**config.mk**
```make
export PLATFORM = sky130hd
export DESIGN_NAME = hsv_to_rgb_converter
export DESIGN_NICKNAME = d
export VERILOG_FILES = /design/src/design/hsv2rgb_pkg.sv /design/src/design/hsv_to_rgb_converter.sv
export SDC_FILE = /design/constraint.sdc
export NUM_CORES = 2
export LEC_CHECK = 0
export ABC_AREA = 1
export BUFFER_PORTS_ARGS = -buffer_cell sky130_fd_sc_hd__buf_2
export CAP_MARGIN = 20
export CORE_MARGIN = 1
export CORE_UTILIZATION = 60
export DETAILED_ROUTE_END_ITERATION = 8
export PLACE_DENSITY = 0.76
export REMOVE_ABC_BUFFERS = 1
export SLEW_MARGIN = 20
export SYNTH_ARGS = -nofsm -noshare
export SYNTH_HDL_FRONTEND = slang
export SYNTH_SLANG_ARGS = --single-unit
```
**constraint.sdc**
```tcl
create_clock -name i_clk -period 8.6 [get_ports i_clk]
set_clock_uncertainty 0.2 [all_clocks]
set_input_delay 1.72 -clock i_clk [delete_from_list [all_inputs] [get_ports i_clk]]
set_output_delay 1.72 -clock i_clk [all_outputs]
set_load 0.01 [all_outputs]
```
**src/design/hsv2rgb_pkg.sv**
```systemverilog
`default_nettype none

package hsv2rgb_pkg;

    // Fixed-point format: 16 fraction bits, 1.0 is 2^16.
    localparam int FRAC_BITS = 16;
    localparam int UNIT_W    = FRAC_BITS + 1;
    localparam logic [UNIT_W-1:0] UNIT_ONE = UNIT_W'(1) << FRAC_BITS;

    // Input and output field widths.
    localparam int HUE_W = 16;
    localparam int SV_W  = 18;

    // Reciprocal constants for division by constants.
    // floor(y / 45) = (y * RECIP_45) >> SHIFT_45 for y up to 4096.
    localparam int RECIP_45_W = 13;
    localparam logic [RECIP_45_W-1:0] RECIP_45 = 13'd5826;
    localparam int SHIFT_45 = 18;
    localparam logic [8:0] DEG_360 = 9'd360;

    // floor(z / 15) = (z * RECIP_15) >> SHIFT_15 for z up to 89.
    localparam logic [6:0] RECIP_15 = 7'd69;
    localparam int SHIFT_15 = 10;
    localparam logic [5:0] DEG_60 = 6'd60;

    // floor(k * 2^16 / 60) = (k * RECIP_FRAC) >> SHIFT_FRAC for k up to 59.
    localparam int RECIP_FRAC_W = 21;
    localparam logic [RECIP_FRAC_W-1:0] RECIP_FRAC = 21'd1118482;
    localparam int SHIFT_FRAC = 10;

    // Output selection by hue sector; SEC_5 also covers negative sectors.
    typedef enum logic [2:0] {
        SEC_0 = 3'd0,
        SEC_1 = 3'd1,
        SEC_2 = 3'd2,
        SEC_3 = 3'd3,
        SEC_4 = 3'd4,
        SEC_5 = 3'd5
    } t_sector;

endpackage

`default_nettype wire

```
**src/design/hsv_to_rgb_converter.sv**
```systemverilog
`default_nettype none

// Channel   | Signals                                   | Direction
// ----------+-------------------------------------------+----------
// pixel in  | i_start, o_busy, i_hue, i_saturation,     | input
//           | i_brightness                              |
// color out | o_valid, o_red, o_green, o_blue           | output
//
// A word is accepted at each rising edge with i_start high and o_busy low.
// o_busy is always low and the receiver cannot stall, so one word enters per clock.
// Each result appears on the outputs with o_valid high for one cycle.
// The seven register stages: hue quotient, remainder modulo 360, sector split,
// fraction, two rows of 17x17 products, and the output select.
// Reset is synchronous, active low, and clears only the valid bits.
module hsv_to_rgb_converter (
    input  wire logic                          i_clk,
    input  wire logic                          i_rst_n,
    input  wire logic                          i_start,
    output logic                               o_busy,
    input  wire logic signed [hsv2rgb_pkg::HUE_W-1:0] i_hue,
    input  wire logic signed [hsv2rgb_pkg::SV_W-1:0]  i_saturation,
    input  wire logic signed [hsv2rgb_pkg::SV_W-1:0]  i_brightness,
    output logic                               o_valid,
    output logic [hsv2rgb_pkg::UNIT_W-1:0]     o_red,
    output logic [hsv2rgb_pkg::UNIT_W-1:0]     o_green,
    output logic [hsv2rgb_pkg::UNIT_W-1:0]     o_blue
);
    import hsv2rgb_pkg::*;

    localparam int STAGES = 7;

    // Valid bits, one per stage.
    logic [STAGES-1:0] r_vld;

    // Stage 1 registers.
    logic              r1_neg;
    logic [15:0]       r1_mag;
    logic [6:0]        r1_quo;
    logic [UNIT_W-1:0] r1_s, r1_v;
    // Stage 2 registers.
    logic              r2_neg;
    logic [8:0]        r2_rem;
    logic [UNIT_W-1:0] r2_s, r2_v, r2_p;
    // Stage 3 registers.
    t_sector           r3_sel;
    logic [5:0]        r3_idx;
    logic [UNIT_W-1:0] r3_s, r3_v, r3_p;
    // Stage 4 registers.
    t_sector           r4_sel;
    logic [15:0]       r4_f;
    logic [UNIT_W-1:0] r4_s, r4_v, r4_p;
    // Stage 5 registers.
    t_sector           r5_sel;
    logic [UNIT_W-1:0] r5_sf, r5_sg, r5_v, r5_p;
    // Stage 6 registers.
    t_sector           r6_sel;
    logic [UNIT_W-1:0] r6_q, r6_t, r6_v, r6_p;

    // Stage 1 next values.
    logic              n1_neg;
    logic [15:0]       n1_mag;
    logic [25:0]       quo_prod;
    logic [UNIT_W-1:0] n1_s, n1_v;

    // Clamp saturation and value into 0..1, and take the hue magnitude.
    always_comb begin
        if (i_saturation[SV_W-1]) begin
            n1_s = '0;
        end else if (i_saturation > $signed({1'b0, UNIT_ONE})) begin
            n1_s = UNIT_ONE;
        end else begin
            n1_s = i_saturation[UNIT_W-1:0];
        end
        if (i_brightness[SV_W-1]) begin
            n1_v = '0;
        end else if (i_brightness > $signed({1'b0, UNIT_ONE})) begin
            n1_v = UNIT_ONE;
        end else begin
            n1_v = i_brightness[UNIT_W-1:0];
        end
        n1_neg   = i_hue[HUE_W-1];
        n1_mag   = n1_neg ? (~i_hue + 16'd1) : i_hue;
        // |hue| / 360 as (|hue| / 8) / 45.
        quo_prod = n1_mag[15:3] * RECIP_45;
    end

    // Stage 2: remainder modulo 360 and the p term.
    logic [15:0]   quo_360;
    logic [15:0]   rem_full;
    logic [33:0]   p_prod;
    always_comb begin
        quo_360  = 16'(r1_quo) * 16'(DEG_360);
        rem_full = r1_mag - quo_360;
        p_prod   = r1_v * (UNIT_ONE - r1_s);
    end

    // Stage 3: split the remainder into sector and offset inside it.
    // A negative remainder gives a negative sector, which selects like sector 5.
    logic [13:0] sec_prod;
    logic [2:0]  sec_mag;
    logic [8:0]  sec_off;
    logic [5:0]  off_low;
    t_sector     n3_sel;
    logic [5:0]  n3_idx;
    always_comb begin
        sec_prod = r2_rem[8:2] * RECIP_15;
        sec_mag  = sec_prod[12:SHIFT_15];
        sec_off  = r2_rem - (9'(sec_mag) * 9'(DEG_60));
        off_low  = sec_off[5:0];
        if (r2_neg && (r2_rem != '0)) begin
            n3_sel = SEC_5;
            n3_idx = (off_low == '0) ? '0 : (DEG_60 - off_low);
        end else begin
            n3_sel = t_sector'(sec_mag);
            n3_idx = off_low;
        end
    end

    // Stage 4: fraction f = floor(offset * 1.0 / 60).
    logic [26:0] f_prod;
    assign f_prod = r3_idx * RECIP_FRAC;

    // Stage 5: s*f and s*(1-f).
    logic [33:0] sf_prod, sg_prod;
    always_comb begin
        sf_prod = r4_s * {1'b0, r4_f};
        sg_prod = r4_s * (UNIT_ONE - {1'b0, r4_f});
    end

    // Stage 6: q = v(1-sf) and t = v(1-s(1-f)).
    logic [33:0] q_prod, t_prod;
    always_comb begin
        q_prod = r5_v * (UNIT_ONE - r5_sf);
        t_prod = r5_v * (UNIT_ONE - r5_sg);
    end

    // Valid bits travel with the data; nothing ever stalls.
    always_ff @(posedge i_clk) begin
        if (!i_rst_n) begin
            r_vld <= '0;
        end else begin
            r_vld <= {r_vld[STAGES-2:0], i_start && !o_busy};
        end
    end

    // Data path registers.
    always_ff @(posedge i_clk) begin
        r1_neg <= n1_neg;
        r1_mag <= n1_mag;
        r1_quo <= quo_prod[SHIFT_45+6:SHIFT_45];
        r1_s   <= n1_s;
        r1_v   <= n1_v;

        r2_neg <= r1_neg;
        r2_rem <= rem_full[8:0];
        r2_s   <= r1_s;
        r2_v   <= r1_v;
        r2_p   <= p_prod[FRAC_BITS+UNIT_W-1:FRAC_BITS];

        r3_sel <= n3_sel;
        r3_idx <= n3_idx;
        r3_s   <= r2_s;
        r3_v   <= r2_v;
        r3_p   <= r2_p;

        r4_sel <= r3_sel;
        r4_f   <= f_prod[SHIFT_FRAC+15:SHIFT_FRAC];
        r4_s   <= r3_s;
        r4_v   <= r3_v;
        r4_p   <= r3_p;

        r5_sel <= r4_sel;
        r5_sf  <= sf_prod[FRAC_BITS+UNIT_W-1:FRAC_BITS];
        r5_sg  <= sg_prod[FRAC_BITS+UNIT_W-1:FRAC_BITS];
        r5_v   <= r4_v;
        r5_p   <= r4_p;

        r6_sel <= r5_sel;
        r6_q   <= q_prod[FRAC_BITS+UNIT_W-1:FRAC_BITS];
        r6_t   <= t_prod[FRAC_BITS+UNIT_W-1:FRAC_BITS];
        r6_v   <= r5_v;
        r6_p   <= r5_p;
    end

    // Output select by sector. With zero saturation p, q and t all equal v,
    // so grey needs no path of its own.
    always_ff @(posedge i_clk) begin
        unique case (r6_sel)
            SEC_0: begin
                o_red <= r6_v; o_green <= r6_t; o_blue <= r6_p;
            end
            SEC_1: begin
                o_red <= r6_q; o_green <= r6_v; o_blue <= r6_p;
            end
            SEC_2: begin
                o_red <= r6_p; o_green <= r6_v; o_blue <= r6_t;
            end
            SEC_3: begin
                o_red <= r6_p; o_green <= r6_q; o_blue <= r6_v;
            end
            SEC_4: begin
                o_red <= r6_t; o_green <= r6_p; o_blue <= r6_v;
            end
            default: begin
                o_red <= r6_v; o_green <= r6_p; o_blue <= r6_q;
            end
        endcase
    end

    assign o_valid = r_vld[STAGES-1];
    assign o_busy  = 1'b0;

endmodule

`default_nettype wire

```
Yosys cells after proc, flatten, opt, wreduce, memory -nomap -nowiden
Index checks and enable logic that the tools add are counted.

storage, ports and cells
  register bits after elaboration = 442
  latch bits = 0
  RAM bits = 0
  memory bits (read-only) = 0
  output and inout bits = 53
  word-level logic and storage cells = 79
  memories = 0

operators by class
  add/subtract/negate cells = 8
  multiply operators = 10
  divide/modulo/power cells = 0
  magnitude comparators = 2
  equality and inequality tests = 4
  shift-type cells = 0
  mux-type cells = 8
  bitwise logic cells = 1
  reductions and logical operators = 10

operators by type and width
  kind                      count
  $pmux W17 S3              3
  $mul A18 B18 Y33          4
  $sub A17 B17 Y18 const A  3
  $gt A18 B18 Y1 const B    2
  $mux W17                  2
  $mul A17 B16 Y33          1
  $mul A6 B20 Y25 const B   1
  $mul A13 B12 Y24 const B  1
  $sub A17 B16 Y18 const A  1
  $add A16 B1 Y16 const B   1
  $mux W16                  1
  $not A16 Y16              1
  $mul A7 B7 Y13 const B    1
  $mux W6                   2
  $reduce_or A2 Y1          6
  $reduce_bool A9 Y1        1
  $sub A9 B9 Y9             1
  $mul A7 B6 Y6 const B     1
  $eq A3 B2 Y1 const B      2
  $logic_not A6 Y1          1
  $sub A6 B6 Y6             1
  $sub A6 B6 Y6 const A     1
  $mul A3 B4 Y4 const B     1
  $eq A3 B1 Y1 const B      1
  other kinds (3)           3

Logic depth before layout (Yosys ltp)
  depth after elaboration = 6
  depth in mapped cells = 37
  gate-level depth less buffers = 35

Least setup slack after synthesis
OpenSTA, ideal clock, no wires.

  path kind = register to register
  from = register r5_sf[0]
  to = register r6_q[6]
  arrival time = 6.308 ns
  data required time = 8.287 ns
  slack = 1.980 ns
  cell stages (with the launch flop) = 29
  path buffers = 2
  period minus slack after synthesis = 6.620 ns
  cells stage by stage = dfxtp_1 > buf_6 > inv_1 > ha_1 > nand3_1 > nor2_1 > nand2_1 > nor2_1 > nand2_1 > xor2_1 > buf_2 > nor2_1 > fa_1 > inv_1 > fa_1 > inv_1 > fa_1 > fa_1 > fa_1 > inv_1 > fa_1 > inv_1 > ha_1 > nand2_1 > nor2_1 > nor3b_1 > or3b_2 > nand4_1 > nand2_1

between the ends
  longest elaborated chain between the ends = 2

RTL lines
  element                 line                         source
  start, declared         hsv_to_rgb_converter.sv:54   logic [UNIT_W-1:0] r5_sf, r5_sg, r5_v, r5_p;
  start signal, assigned  hsv_to_rgb_converter.sv:173  r5_sf <= sf_prod[FRAC_BITS+UNIT_W-1:FRAC_BITS];
  $sub A17 B17 Y18        hsv_to_rgb_converter.sv:133  q_prod = r5_v * (UNIT_ONE - r5_sf);
  $mul A18 B18 Y33        hsv_to_rgb_converter.sv:133
  via q_prod[22]          hsv_to_rgb_converter.sv:131  logic [33:0] q_prod, t_prod;
  end signal, assigned    hsv_to_rgb_converter.sv:179  r6_q <= q_prod[FRAC_BITS+UNIT_W-1:FRAC_BITS];
  end, declared           hsv_to_rgb_converter.sv:57   logic [UNIT_W-1:0] r6_q, r6_t, r6_v, r6_p;

The timed path passes the listed nets, and every way through them passes these cells.
A chain may end at the register's enable or synchronous reset.

Worst setup path after layout
Ends and elaborated chain as after synthesis.

==> run summary <==
Mapped Area: 64500 um^2
fin nets: 9845
cts hold-fix bufs: 0
Top Ports: 108
Layout Utilization: 64.3%
Hold Fails Final Rpt: 0
initial antenna violation count: 2
gr ovfl total: 0
Crit path required time: 8900 ps
Post-synth top cells: inv_1, nand2_1, fa_1
Post-Synthesis Cells: 7953
Worst setup SP type: flop
placer's final routability congestion estimate: 0.997
share of cells above drive strength 1: 4.09%
starting density of the core: 60.9%
Yosys reg bits: 439
vias per cell: 5.50
Worst setup EP type: flop
routed via count: 51600
Layout area overhead: 5.50%
R2R Path End: r6_q[6]$_DFF_P_
die width: 330 um
crit path DAT: 8020 ps
Leakage: 36.6 nW
Final min period: 7720 ps
synth top area cells: fa_1, dfxtp_1, ha_1
core area: 106000 um^2
clock slew at reported path FFs: 60 ps
worst hold path type: flop to flop
dpl ws: 1050 ps
largest area contributor in the netlist: fa_1
Setup TNS: 0 ps
RR Startpoint: r5_sf[0]$_DFF_P_
largest net degree at the start of global routing: 32
Crit Path Max Fanout: 18
maximum buffer depth of the clock tree: 3
CTS sink cnt: 439
drt first-iter violations: 4406
Final WS setup: 878 ps
global-route wire length before repair: 290000 um
crit path launch: r5_sf[0]$_DFF_P_
DPL Wire Length: 147000 um
post-synthesis async set-or-reset flop share: 0%
worst-margin pin slew: 1140 ps
P per Cell Area: 353 nW/um^2
final worst-path cycle share: 89.8%
FMAX: 130 MHz
ys flop type: dfxtp_1
Setup Crit Path Kind: flop to flop
post-synth top area share: 36.8%
RSZ-0062 raised after global routing: false
Unique masters post-synth: 60
hold_ws: 102 ps
Setup Fix Bufs, Post-CTS: 0
clock latency at the later pin of the worst-skew pair: 610 ps
number of synthesized flops with an enable pin: 0
Slew headroom: 23.5%
total setup violations reported at the end of the flow: 0
register area share after synthesis: 13.6%
CTS buffer count: 46
Syn. warnings: 0
die height: 330 um
CTS tree: done
die area: 109000 um^2
Final Power: 24.0 mW
Total Wirelength: 181000 um
mean post-synth cell area: 8.11 um^2
reg2reg setup slack: 880 ps
drt pass-1 iters: 7
n_diodes: 0
Detail Route Antenna Nets: 0
max_cap viols: 0
worst reg-to-reg path cell count: 26
WL per Instance: 19.3 um
vias in the first global route: 54900
status: finished clean
Residual DRC: 0
IR drop worst, VDD: 0.000463 V
I/O Buffers: 106
Total GRT Usage: 34.5%
cts repair resizes: 0
CTS Root Buffer Type: clkbuf_16
most common cell in the netlist: inv_1
max-slew violations: 0
Worst Setup EP: r6_q[6]$_DFF_P_
H-tree levels: 2
Cell Rows: 119
## cells by family after synthesis
kind of cell / synth area share, %
XOR/XNOR: 1.75
AO/OA/AOI/OAI: 4.51
adder cells (fa/ha/maj): 49.5
other: 0.00582
buffers and inverters: 13.6
flip-flops: 13.6
AND/OR/NAND/NOR: 17.0
## where the power goes
group	internal [mW]	switching [mW]	total, mW
logic	6.38	12.1	18.5
registers	2.80	0.577	3.37
clock network	1.29	0.896	2.19
## routing by layer
| metal | GRT usage, % | part of all wire (%) |
|---|---|---|
| met1 | 44.8 | 39 |
| met2 | 55.8 | 45 |
| met3 | 6.88 | 10 |
| met4 | 15.7 | 5.3 |
| met5 | 0 | 0.011 |
## cell type report
cell class / count / area [um^2]
clock buffers: 56 / 1280
repair buffers: 182 / 1100
fillers: 9011 / 37800
well taps: 1391 / 1740
inverters: 2071 / 7770
clock inverters: 29 / 412
flip-flops and latches: 439 / 8790
multi-input cells: 5212 / 46900
## placed cells by master, fill, tap and decap left out, types with 16 or more instances in the layout
master	synthesis	routed
inv_1	2046	2046
nand2_1	1638	1638
fa_1	1184	1184
nor2_1	767	765
ha_1	654	654
dfxtp_1	439	439
a21oi_1	210	210
nand3_1	179	179
o21ai_0	135	135
buf_2	25	106
xor2_1	87	87
buf_4	8	76
nand4_1	52	52
clkbuf_16	0	47
nor3_1	40	40
xnor2_1	40	40
o21bai_1	18	18
o21a_1	17	17
a21o_1	17	17
o22ai_1	17	17
a31oi_1	16	16
## stage by stage
stage	instances	instance area, um^2
2_1_floorplan	7722	63500
3_3_place_gp	9295	66300
3_5_place_dp	9295	66300
4_1_cts	9380	68000
5_1_grt	9380	68000
6_report	9380	68000
## how the worst min path moves through the flow
stage,start,to,slack [ps],cells after the start
CTS,r4_v[11]$_DFF_P_,r5_v[11]$_DFF_P_,100,0
global placement,r3_s[8]$_DFF_P_,r4_s[8]$_DFF_P_,110,0
finish,r4_v[11]$_DFF_P_,r5_v[11]$_DFF_P_,100,0
detailed placement,r2_v[9]$_DFF_P_,r3_v[9]$_DFF_P_,110,0
floorplan,r1_neg$_DFF_P_,r2_neg$_DFF_P_,110,0
global route,r3_v[6]$_DFF_P_,r4_v[6]$_DFF_P_,120,0
## worst max-delay path, cell delays in order, from the launching register on
cell	delay (ps)
dfxtp_1	800
inv_1	140
ha_1	270
nand3_1	140
inv_1	70
nand4_1	70
nand2_1	220
inv_1	540
nand2_1	160
fa_1	560
inv_1	50
fa_1	480
inv_1	50
fa_1	410
fa_1	550
inv_1	80
fa_1	540
inv_1	50
fa_1	470
inv_1	40
ha_1	360
nand2_1	120
nor2_1	210
nor3b_1	380
or3b_2	500
nand4_1	90
nand2_1	60
Note: power is estimated with default switching activity, not from simulation.
